==> src/design/ptts_pkg.sv <==
// ptts_pkg: shared types and constants of the periodic task tick scheduler
// used by ptts_cell, periodic_task_tick_scheduler_core and ptts_checker
// no dependencies
package ptts_pkg;

   localparam int NUM_SLOTS     = 8;
   localparam int MAX_RUNS_OUT  = 8;
   localparam int RUN_CNT_W     = $clog2(MAX_RUNS_OUT + 1);
   localparam int SLOT_W        = 3;
   localparam int TAG_W         = 8;
   localparam int TIME_W        = 16;

   localparam logic [7:0]        RUN_SAT       = 8'hff;
   localparam logic [TIME_W-1:0] TICK_STEP_RST = 16'd1;

   typedef logic [1:0] op_type;
   localparam op_type OP_ADD      = 2'd0;
   localparam op_type OP_DEL      = 2'd1;
   localparam op_type OP_TICK     = 2'd2;
   localparam op_type OP_DISPATCH = 2'd3;

   typedef logic [1:0] kind_type;
   localparam kind_type KIND_ADD  = 2'd0;
   localparam kind_type KIND_DEL  = 2'd1;
   localparam kind_type KIND_RUN  = 2'd2;
   localparam kind_type KIND_NONE = 2'd3;

   // request broadcast to every cell while it walks
   typedef struct packed {
      op_type            op;
      logic [SLOT_W-1:0] slot;
      logic [TAG_W-1:0]  tag;
      logic [TIME_W-1:0] period;
      logic [TIME_W-1:0] delay;
      logic [TIME_W-1:0] step;
   } cmd_type;

   // token handed from cell to cell
   typedef struct packed {
      logic                 valid;
      logic                 found;
      logic                 was;
      logic [RUN_CNT_W-1:0] runs_out;
   } tok_type;

   // what the cell holding the token reports
   typedef struct packed {
      logic             place;
      logic             run;
      logic [TAG_W-1:0] tag;
   } evt_type;

endpackage

==> src/design/ptts_cell.sv <==
// ptts_cell: one task slot of the scheduler chain, acts when the token is here
// depends on ptts_pkg
module ptts_cell #(
   parameter int Idx = 0
) (
   input  logic              clock,
   input  logic              reset,
   input  ptts_pkg::cmd_type cmd,
   input  logic              shift,
   input  ptts_pkg::tok_type tok_prev,
   output ptts_pkg::tok_type tok_out,
   output ptts_pkg::evt_type evt
);
   import ptts_pkg::*;

   tok_type           tok_ff;
   logic              used_ff, used_in;
   logic [TAG_W-1:0]  tag_ff, tag_in;
   logic [TIME_W-1:0] period_ff, period_in;
   logic [TIME_W-1:0] delay_ff, delay_in;
   logic [7:0]        runs_ff, runs_in;
   tok_type           tok_nx;
   logic [TIME_W-1:0] delay_dec;
   logic              delay_le;

   assign delay_dec = delay_ff - cmd.step;
   assign delay_le  = (delay_ff <= cmd.step);

   always_comb begin
      used_in   = used_ff;
      tag_in    = tag_ff;
      period_in = period_ff;
      delay_in  = delay_ff;
      runs_in   = runs_ff;
      tok_nx    = tok_ff;
      evt       = '0;
      if (tok_ff.valid) begin
         unique case (cmd.op)
            OP_ADD: begin
               if (!tok_ff.found && !used_ff) begin
                  used_in      = 1'b1;
                  tag_in       = cmd.tag;
                  period_in    = cmd.period;
                  delay_in     = cmd.delay;
                  runs_in      = '0;
                  tok_nx.found = 1'b1;
                  evt.place    = 1'b1;
               end
            end
            OP_DEL: begin
               if (used_ff && (32'(cmd.slot) == 32'(Idx))) begin
                  used_in    = 1'b0;
                  period_in  = '0;
                  delay_in   = '0;
                  runs_in    = '0;
                  tok_nx.was = 1'b1;
               end
            end
            OP_TICK: begin
               if (used_ff) begin
                  if (delay_ff == '0) begin
                     if (runs_ff != RUN_SAT) runs_in = runs_ff + 8'd1;
                     if (period_ff != '0) delay_in = period_ff - 16'd1;
                  end else if (delay_le) begin
                     delay_in = '0;
                  end else begin
                     delay_in = delay_dec;
                  end
               end
            end
            OP_DISPATCH: begin
               if (used_ff && (runs_ff != '0) &&
                   (tok_ff.runs_out < RUN_CNT_W'(MAX_RUNS_OUT))) begin
                  evt.run         = 1'b1;
                  evt.tag         = tag_ff;
                  runs_in         = runs_ff - 8'd1;
                  tok_nx.runs_out = tok_ff.runs_out + RUN_CNT_W'(1);
                  // one-shot task leaves after its run goes out
                  if (period_ff == '0) begin
                     used_in   = 1'b0;
                     delay_in  = '0;
                     runs_in   = '0;
                  end
               end
            end
            default: ;
         endcase
      end
   end

   assign tok_out = tok_nx;

   always_ff @(posedge clock) begin
      if (reset) begin
         tok_ff    <= '0;
         used_ff   <= 1'b0;
         period_ff <= '0;
         delay_ff  <= '0;
         runs_ff   <= '0;
      end else if (shift) begin
         tok_ff    <= tok_prev;
         used_ff   <= used_in;
         period_ff <= period_in;
         delay_ff  <= delay_in;
         runs_ff   <= runs_in;
      end
   end

   always_ff @(posedge clock) begin
      if (shift) begin
         tag_ff <= tag_in;
      end
   end

endmodule

==> src/design/periodic_task_tick_scheduler_core.sv <==
// periodic_task_tick_scheduler_core: top level of the task tick scheduler
// depends on ptts_pkg and ptts_cell
//
//   channel   ports    direction  moves
//   request   req_*    in         add, delete, tick or dispatch request
//   response  rsp_*    out        add/delete answer, run task, nothing pending
//   csr       csr_*    in         tick_step write
//
// a request is accepted, then a token walks the chain of cells slot by slot,
// then the answer is handed out (a tick request gives no answer)
// a dispatch walk pauses only while a run result finds both the hold stage
// and the response register full under rsp_stall
// reset clears every slot and sets tick_step to 1; no clearing pass
module periodic_task_tick_scheduler_core #(
   parameter int SLOTS = ptts_pkg::NUM_SLOTS
) (
   input  logic                         clock,
   input  logic                         reset,
   input  logic                         req_valid,
   output logic                         req_stall,
   input  ptts_pkg::op_type             req_operation,
   input  logic [ptts_pkg::SLOT_W-1:0]  req_slot,
   input  logic [ptts_pkg::TAG_W-1:0]   req_task_tag,
   input  logic [ptts_pkg::TIME_W-1:0]  req_period,
   input  logic [ptts_pkg::TIME_W-1:0]  req_delay,
   output logic                         rsp_valid,
   input  logic                         rsp_stall,
   output ptts_pkg::kind_type           rsp_result_kind,
   output logic [ptts_pkg::SLOT_W-1:0]  rsp_slot_res,
   output logic [ptts_pkg::TAG_W-1:0]   rsp_task_tag_res,
   output logic                         rsp_ok,
   output logic                         rsp_last,
   input  logic                         csr_wr_en,
   input  logic [ptts_pkg::TIME_W-1:0]  csr_wr_data
);
   import ptts_pkg::*;

   localparam int IDX_W = (SLOTS > 1) ? $clog2(SLOTS) : 1;
   localparam logic [IDX_W-1:0] LAST_POS = IDX_W'(SLOTS - 1);

   typedef enum logic [2:0] {
      ST_IDLE = 3'b001,
      ST_WALK = 3'b010,
      ST_DONE = 3'b100
   } state_type;

   state_type         state_ff, state_in;
   logic [IDX_W-1:0]  pos_ff, pos_in;
   logic [TIME_W-1:0] tick_step_ff;

   // latched request
   op_type            op_ff, op_in;
   logic [SLOT_W-1:0] slot_ff, slot_in;
   logic [TAG_W-1:0]  tag_ff, tag_in;
   logic [TIME_W-1:0] period_ff, period_in;
   logic [TIME_W-1:0] delay_ff, delay_in;

   // token after the last cell, and the slot an add filled
   tok_type           fin_ff, fin_in;
   logic [IDX_W-1:0]  found_idx_ff, found_idx_in;

   // run result waiting until we know whether it is the last
   logic              hold_v_ff, hold_v_in;
   logic [IDX_W-1:0]  hold_slot_ff, hold_slot_in;
   logic [TAG_W-1:0]  hold_tag_ff, hold_tag_in;

   // response register
   logic              rsp_valid_ff, rsp_valid_in;
   kind_type          rsp_kind_ff, rsp_kind_in;
   logic [SLOT_W-1:0] rsp_slot_ff, rsp_slot_in;
   logic [TAG_W-1:0]  rsp_tag_ff, rsp_tag_in;
   logic              rsp_ok_ff, rsp_ok_in;
   logic              rsp_last_ff, rsp_last_in;

   cmd_type           cmd_bus;
   tok_type           tok_link [SLOTS+1];
   evt_type           evt_cell [SLOTS];
   evt_type           evt_any;
   logic              accept, out_free, emit_ok, adv, shift;

   assign req_stall = (state_ff != ST_IDLE);
   assign accept    = req_valid && !req_stall;
   assign out_free  = !rsp_valid_ff || !rsp_stall;
   assign emit_ok   = !hold_v_ff || out_free;
   // the walk waits only when a run result has nowhere to go
   assign adv       = !evt_any.run || emit_ok;
   assign shift     = accept || ((state_ff == ST_WALK) && adv);

   always_comb begin
      cmd_bus.op     = op_ff;
      cmd_bus.slot   = slot_ff;
      cmd_bus.tag    = tag_ff;
      cmd_bus.period = period_ff;
      cmd_bus.delay  = delay_ff;
      cmd_bus.step   = tick_step_ff;
   end

   // fresh token enters cell 0 only with an accepted request
   assign tok_link[0] = '{valid: accept, found: 1'b0, was: 1'b0, runs_out: '0};

   for (genvar i = 0; i < SLOTS; i++) begin : g_cell
      ptts_cell #(
         .Idx (i)
      ) u_cell (
         .clock    (clock),
         .reset    (reset),
         .cmd      (cmd_bus),
         .shift    (shift),
         .tok_prev (tok_link[i]),
         .tok_out  (tok_link[i+1]),
         .evt      (evt_cell[i])
      );
   end

   // only the cell holding the token reports, so an or gathers it
   always_comb begin
      evt_any = '0;
      for (int i = 0; i < SLOTS; i++) begin
         evt_any = evt_any | evt_cell[i];
      end
   end

   always_comb begin
      state_in     = state_ff;
      pos_in       = pos_ff;
      op_in        = op_ff;
      slot_in      = slot_ff;
      tag_in       = tag_ff;
      period_in    = period_ff;
      delay_in     = delay_ff;
      fin_in       = fin_ff;
      found_idx_in = found_idx_ff;
      hold_v_in    = hold_v_ff;
      hold_slot_in = hold_slot_ff;
      hold_tag_in  = hold_tag_ff;
      rsp_valid_in = rsp_valid_ff && rsp_stall;
      rsp_kind_in  = rsp_kind_ff;
      rsp_slot_in  = rsp_slot_ff;
      rsp_tag_in   = rsp_tag_ff;
      rsp_ok_in    = rsp_ok_ff;
      rsp_last_in  = rsp_last_ff;

      unique case (state_ff)
         ST_IDLE: begin
            if (accept) begin
               state_in  = ST_WALK;
               pos_in    = '0;
               op_in     = req_operation;
               slot_in   = req_slot;
               tag_in    = req_task_tag;
               period_in = req_period;
               delay_in  = req_delay;
               hold_v_in = 1'b0;
            end
         end
         ST_WALK: begin
            if (adv) begin
               if (evt_any.place) found_idx_in = pos_ff;
               if (evt_any.run) begin
                  // a newer run exists, so the held one is not the last
                  if (hold_v_ff) begin
                     rsp_valid_in = 1'b1;
                     rsp_kind_in  = KIND_RUN;
                     rsp_slot_in  = SLOT_W'(hold_slot_ff);
                     rsp_tag_in   = hold_tag_ff;
                     rsp_ok_in    = 1'b0;
                     rsp_last_in  = 1'b0;
                  end
                  hold_v_in    = 1'b1;
                  hold_slot_in = pos_ff;
                  hold_tag_in  = evt_any.tag;
               end
               if (pos_ff == LAST_POS) begin
                  state_in = ST_DONE;
                  fin_in   = tok_link[SLOTS];
               end else begin
                  pos_in = pos_ff + IDX_W'(1);
               end
            end
         end
         ST_DONE: begin
            if (op_ff == OP_TICK) begin
               state_in = ST_IDLE;
            end else if (out_free) begin
               state_in     = ST_IDLE;
               rsp_valid_in = 1'b1;
               rsp_tag_in   = '0;
               rsp_ok_in    = 1'b0;
               rsp_last_in  = 1'b1;
               hold_v_in    = 1'b0;
               unique case (op_ff)
                  OP_ADD: begin
                     rsp_kind_in = KIND_ADD;
                     rsp_slot_in = fin_ff.found ? SLOT_W'(found_idx_ff) : '0;
                     rsp_ok_in   = fin_ff.found;
                  end
                  OP_DEL: begin
                     // out-of-range slot simply finds no cell
                     rsp_kind_in = KIND_DEL;
                     rsp_slot_in = slot_ff;
                     rsp_ok_in   = fin_ff.was;
                  end
                  default: begin
                     if (hold_v_ff) begin
                        rsp_kind_in = KIND_RUN;
                        rsp_slot_in = SLOT_W'(hold_slot_ff);
                        rsp_tag_in  = hold_tag_ff;
                     end else begin
                        rsp_kind_in = KIND_NONE;
                        rsp_slot_in = '0;
                     end
                  end
               endcase
            end
         end
         default: state_in = ST_IDLE;
      endcase
   end

   // control state
   always_ff @(posedge clock) begin
      if (reset) begin
         state_ff     <= ST_IDLE;
         tick_step_ff <= TICK_STEP_RST;
         hold_v_ff    <= 1'b0;
         rsp_valid_ff <= 1'b0;
      end else begin
         state_ff     <= state_in;
         hold_v_ff    <= hold_v_in;
         rsp_valid_ff <= rsp_valid_in;
         if (csr_wr_en) tick_step_ff <= csr_wr_data;
      end
   end

   // payload
   always_ff @(posedge clock) begin
      pos_ff       <= pos_in;
      op_ff        <= op_in;
      slot_ff      <= slot_in;
      tag_ff       <= tag_in;
      period_ff    <= period_in;
      delay_ff     <= delay_in;
      fin_ff       <= fin_in;
      found_idx_ff <= found_idx_in;
      hold_slot_ff <= hold_slot_in;
      hold_tag_ff  <= hold_tag_in;
      rsp_kind_ff  <= rsp_kind_in;
      rsp_slot_ff  <= rsp_slot_in;
      rsp_tag_ff   <= rsp_tag_in;
      rsp_ok_ff    <= rsp_ok_in;
      rsp_last_ff  <= rsp_last_in;
   end

   assign rsp_valid        = rsp_valid_ff;
   assign rsp_result_kind  = rsp_kind_ff;
   assign rsp_slot_res     = rsp_slot_ff;
   assign rsp_task_tag_res = rsp_tag_ff;
   assign rsp_ok           = rsp_ok_ff;
   assign rsp_last         = rsp_last_ff;

endmodule

==> config.mk <==
export PLATFORM = sky130hd
export DESIGN_NAME = periodic_task_tick_scheduler_core
export DESIGN_NICKNAME = d
export VERILOG_FILES = /design/src/design/ptts_pkg.sv /design/src/design/ptts_cell.sv /design/src/design/periodic_task_tick_scheduler_core.sv
export SDC_FILE = /design/constraint.sdc
export NUM_CORES = 2
export LEC_CHECK = 0
export BUFFER_PORTS_ARGS = -buffer_cell sky130_fd_sc_hd__buf_4
export CAP_MARGIN = 20
export CORE_MARGIN = 5
export CORE_UTILIZATION = 40
export DETAILED_ROUTE_END_ITERATION = 7
export GPL_TIMING_DRIVEN = 1
export PLACE_DENSITY = 0.58
export SYNTH_ARGS = -nofsm -noshare
export SYNTH_HDL_FRONTEND = slang
export SYNTH_HIERARCHICAL = 1
export SYNTH_SLANG_ARGS = --single-unit
==> constraint.sdc <==
create_clock -name clock -period 6.05 [get_ports clock]
set_input_delay 0.605 -clock clock [delete_from_list [all_inputs] [get_ports clock]]
set_output_delay 0.605 -clock clock [all_outputs]
set_load 0.05 [all_outputs]
Word-level counts from Yosys, hierarchy flattened:

Index checks and enable logic that the tools add are counted.

* add/subtract/negate cells: 40
* reduce and logical (&&, ||, !) cells: 145
* equal/unequal tests: 96
* bitwise operators: 7
* magnitude comparators: 15
* mux-type cells: 343

Operators with widths (count)
* $mux W16: 72
* $pmux W16 S4: 8
* $mux W8: 63
* $logic_not A16 Y1: 16
* $pmux W16 S2: 8
* $pmux W8 S4: 8
* $mux W9: 16
* $le A16 B16 Y1: 8
* $reduce_and A8 Y1: 16
* $reduce_bool A16 Y1: 8
* $sub A16 B1 Y16 const B: 8
* $sub A16 B16 Y16: 8
* $ne A2 B1 Y1 const B: 57
* $mux W1: 97
* $mux W10: 8
* $or A10 B10 Y10: 7
* $add A8 B1 Y8 const B: 8
* $ne A8 B8 Y1 const B: 8
* $reduce_bool A8 Y1: 8
* $sub A8 B1 Y8 const B: 8
* $mux W4: 15
* $reduce_and A7 Y1: 8
* $mux W6: 8
* $mux W3: 15
* other kinds (31): 160

* flip-flop bits (word level): 542
* input bits: 66
* word-level logic and storage cells: 735
* output and inout bits: 17

Depth between registers and ports, before layout:

* depth in word-level cells: 18
* gate-level depth with buffers: 17
* mapped depth without buffers: 14

Modules after synthesis:

Netlist, hierarchy kept.

Modules (own cells, without submodules)
* ptts_cell at g_cell[1].u_cell ...: seq. area each 1201.2 µm², area each 4106.4 µm², cells an instance 505, instances 3
* ptts_cell at g_cell[5].u_cell: seq. area each 1201.2 µm², area each 4030.1 µm², cells an instance 478, instances 1
* ptts_cell at g_cell[0].u_cell: seq. area each 1201.2 µm², area each 4016.4 µm², cells an instance 502, instances 1
* ptts_cell at g_cell[4].u_cell: seq. area each 1201.2 µm², area each 3950.0 µm², cells an instance 476, instances 1
* ptts_cell at g_cell[7].u_cell: seq. area each 1201.2 µm², area each 3928.8 µm², cells an instance 473, instances 1
* ptts_cell at g_cell[6].u_cell: seq. area each 1201.2 µm², area each 3890.0 µm², cells an instance 477, instances 1
* periodic_task_tick_scheduler_core: seq. area each 2792.7 µm², area each 3646.0 µm², cells an instance 229, instances 1

Worst setup path before layout:

Ideal clock, no wire load.

* path type: register -> register
* start point: register g_cell[4].u_cell.runs_ff[0]
* end point: register g_cell[4].u_cell.delay_ff[13]
* stages on the path, launching flop included: 16
* path buffers: 2
* path slack: 1.237 ns
* required time: 5.931 ns
* library setup time: 0.119 ns
* data arrival time: 4.695 ns
* clock period less this slack: 4.813 ns
* cells stage by stage: dfxtp_1 -> inv_1 -> ha_1 -> or3b_2 -> o311a_2 -> and4_1 -> clkbuf_1 -> or4_4 -> o211a_4 -> o21ai_1 -> clkbuf_1 -> o221ai_1 -> o21bai_2 -> a2111o_1 -> a221o_1 -> o221a_1

RTL lines
* start: declaration: RTL line ptts_cell.sv:21 `logic [7:0] runs_ff, runs_in;`
* start signal: assignment: RTL line ptts_cell.sv:105 `runs_ff <= runs_in;`
* end signal: assignment: RTL line ptts_cell.sv:104 `delay_ff <= delay_in;`
* end: declaration: RTL line ptts_cell.sv:20 `logic [TIME_W-1:0] delay_ff, delay_in;`

==> results by group <==
Run status
  – Outcome: completed

CTS
  – CTS tree: done
  – Clock sinks: 545
  – Gates resized, CTS repair: 0
  – H-tree levels: 3
  – Number of buffers inserted during clock tree synthesis: 66
  – CTS clk-pin slew, worst paths: 0.06 ns
  – Post-CTS Repair Setup Buffers: 0
  – Quantity of hold-fixing buffers added after cts: 0
  – Worst-Skew Late Latency: 0.62 ns
  – CTS max path bufs: 3
  – Cell at the root of the clock tree: clkbuf_16

Power and ir drop
  – Total power of the final layout: 10.7 mW
  – Switching part of the total: 0.336
  – Power density relative to cell area: 271 mW/mm^2
  – Internal power consumption: 7.08 mW
  – Net switching power: 3.58 mW
  – Combinational Power Share: 0.204
  – Part of the total power dissipated in sequential elements: 0.416
  – Part of the total power dissipated in the clock network: 0.380
  – Max rail drop VDD: 0.276 mV
  – Pleak: 15.2 nW

Synthesis
  – Avg Inst Size Synth: 8.62 sq um
  – Yosys Warn Count: 6
  – Number of standard cells after synthesis: 4129
  – Mapped Area: 0.0356 sq mm

Min path
  – Tightest Hold Check Type: input pin to flop

Setup path
  – Type of element capturing the critical path: flop
  – Required arrival time at the worst endpoint: 6.57 ns
  – Terminus of the critical flop-to-flop path: g_cell[3].u_cell/delay_ff[1]
  – Worst reg-to-reg setup slack: 0.83 ns
  – Start point of the critical path: g_cell[4].u_cell/runs_ff[0]
  – Startpoint kind of the worst setup timing path: flop
  – Critical path type: flop to flop
  – Crit path to: g_cell[3].u_cell/delay_ff[1]
  – Worst Path Arrival: 5.74 ns
  – Start of the worst register-to-register path: g_cell[4].u_cell/runs_ff[0]
  – Worst Reg2Reg Path Length in Cells: 14
  – Highest net fanout along the worst path: 16

Timing
  – Final period utilization: 0.862
  – Tightest slew margin relative to the limit: 0.158
  – Setup repair after global routing missed its margin: no
  – Final-layout setup total negative slack: 0 ns
  – Final Setup Violations: 0
  – Shortest clock period the worst path allows after layout: 5.22 ns
  – Setup clock skew after layout: 0.0265 ns
  – Worst hold slack: 0.166 ns
  – Upper clock frequency limit: 0.192 GHz
  – Pin slew with the least headroom to its limit: 1.26 ns
  – Number of pins with negative max-slew slack in the final report: 0
  – Final hold violation count: 0

Job
  – Number of max-capacitance violations reported: 0

Die
  – Area of the die: 0.0950 sq mm
  – Effective utilization at floorplan: 0.403
  – Num rows: 109
  – Die Span Y: 308 microns
  – Core area: 0.0884 sq mm
  – Die span in x: 308 microns
  – Number of ports placed on the die boundary: 83

Placement
  – Area post-placement: 0.0372 sq mm
  – # port buffers: 82
  – Final HPWL from detailed placement: 84900 microns
  – Number of instances in the placed design: 5228
  – Weighted congestion at the end of routability-driven global placement: 0.908

Drt
  – Number of routed nets with antenna violations: 0
  – DRC violation count after routing: 0
  – Vias/cell: 6.08
  – Total number of vias: 32500
  – Total iterations of the first detailed-routing run: 6
  – Routed Wire Length: 124000 microns
  – DR WL/cell: 23.2 microns
  – DR iter-0 viols: 3612

GRT
  – Total Routing Usage GR: 0.249
  – Wire length of the first global-routing pass: 185000 microns
  – Antenna violations before repair: 9
  – Number of global-route vias before repair: 29600
  – Remaining Overflow, GRT: 0
  – Pin count of the biggest net entering global routing: 138

Finish
  – Area overhead of the layout relative to synthesis: 10.8%
  – Antenna cells: 0
  – Net count, final: 4371
  – Proportion of layout cells with a drive suffix above 1: 0.110
  – Final design instance area without fill: 0.0394 sq mm
  – Total of fill cells in the finished design: 8687
  – Final standard cell count with taps included and fillers excluded: 5347
## routing by layer
metal | track usage | vias up | routed length [microns]
met5 | 0 | - | 0
met4 | 0.113 | 0 | 6250
met3 | 0.0286 | 253 | 8720
met2 | 0.393 | 1121 | 54800
met1 | 0.345 | 15700 | 54200
li1 | - | 15500 | -
## worst min path at each step
stage,start,to,slack (ns),cells after the start
floorplan,pos_ff[1],found_idx_ff[1],0.45,0
global placement,pos_ff[1],found_idx_ff[1],0.48,0
detailed placement,g_cell[1].u_cell/delay_ff[14],g_cell[1].u_cell/delay_ff[14],0.49,2
CTS,req_delay[12],delay_ff[12],0.13,1
global route,req_delay[15],delay_ff[15],0.14,1
finish,req_delay[15],delay_ff[15],0.17,1
## sequential cells by signal, indices dropped and copies added, names as in the netlist, 16 cells and up
name / count
g_cell.u_cell/tok_ff: 45
g_cell.u_cell/period_ff: 128
delay_ff: 16
g_cell.u_cell/tag_ff: 64
tick_step_ff: 16
g_cell.u_cell/runs_ff: 64
period_ff: 16
g_cell.u_cell/delay_ff: 128
## worst max-delay path: stages (launching register included)
cell and delay (ns):
dfxtp_1 0.35, inv_1 0.12, ha_1 0.19, or3b_2 0.51, o311a_2 0.47, and4_1 0.37
or4_4 0.64, o211a_4 0.31, o21ai_4 0.47, nand2_1 0.18, nor3_1 0.32, and3_1 0.63
buf_4 0.30, nor2_1 0.07, a211oi_2 0.19
## final cells by class
cell class	count	area (sq um)	area share
multi-input cells	3095	21200	0.537
flip-flops and latches	545	12300	0.313
clock buffers	82	1800	0.0458
well taps	1165	1460	0.0370
repair buffers	163	1260	0.0319
inverters	262	983	0.0250
clock inverters	35	379	0.00962
## per-stage QoR
step | util | setup slack [ns]
after floorplan | - | 1.24
after global placement | 0.421 | 0.998
after detailed placement | 0.421 | 0.951
after CTS | 0.446 | 0.929
after global routing | 0.446 | 0.548
final | 0.446 | 0.832
## cells in the final DEF, fill, tap and decap left out, types with 88 or more instances in the layout
cell and instances:
a21oi_1 235, nand2_1 193, and2_1 95, mux2i_1 100, a22oi_1 156, dfxtp_1 396, nor2_1 512, inv_1 259
ha_1 164, xnor2_1 107, buf_4 160, nor4_1 88, edfxtp_1 143, o21ai_0 167
## power groups by stage
stage	Clock (mW)	Combinational (mW)	Sequential (mW)
after floorplan	0	1.47	4.15
after global placement	0	2.13	4.50
after detailed placement	0	2.14	4.50
after CTS	4.12	2.15	4.42
after global routing	4.26	2.34	4.42
final	4.05	2.17	4.44
Power figures use the tool's default switching activity.
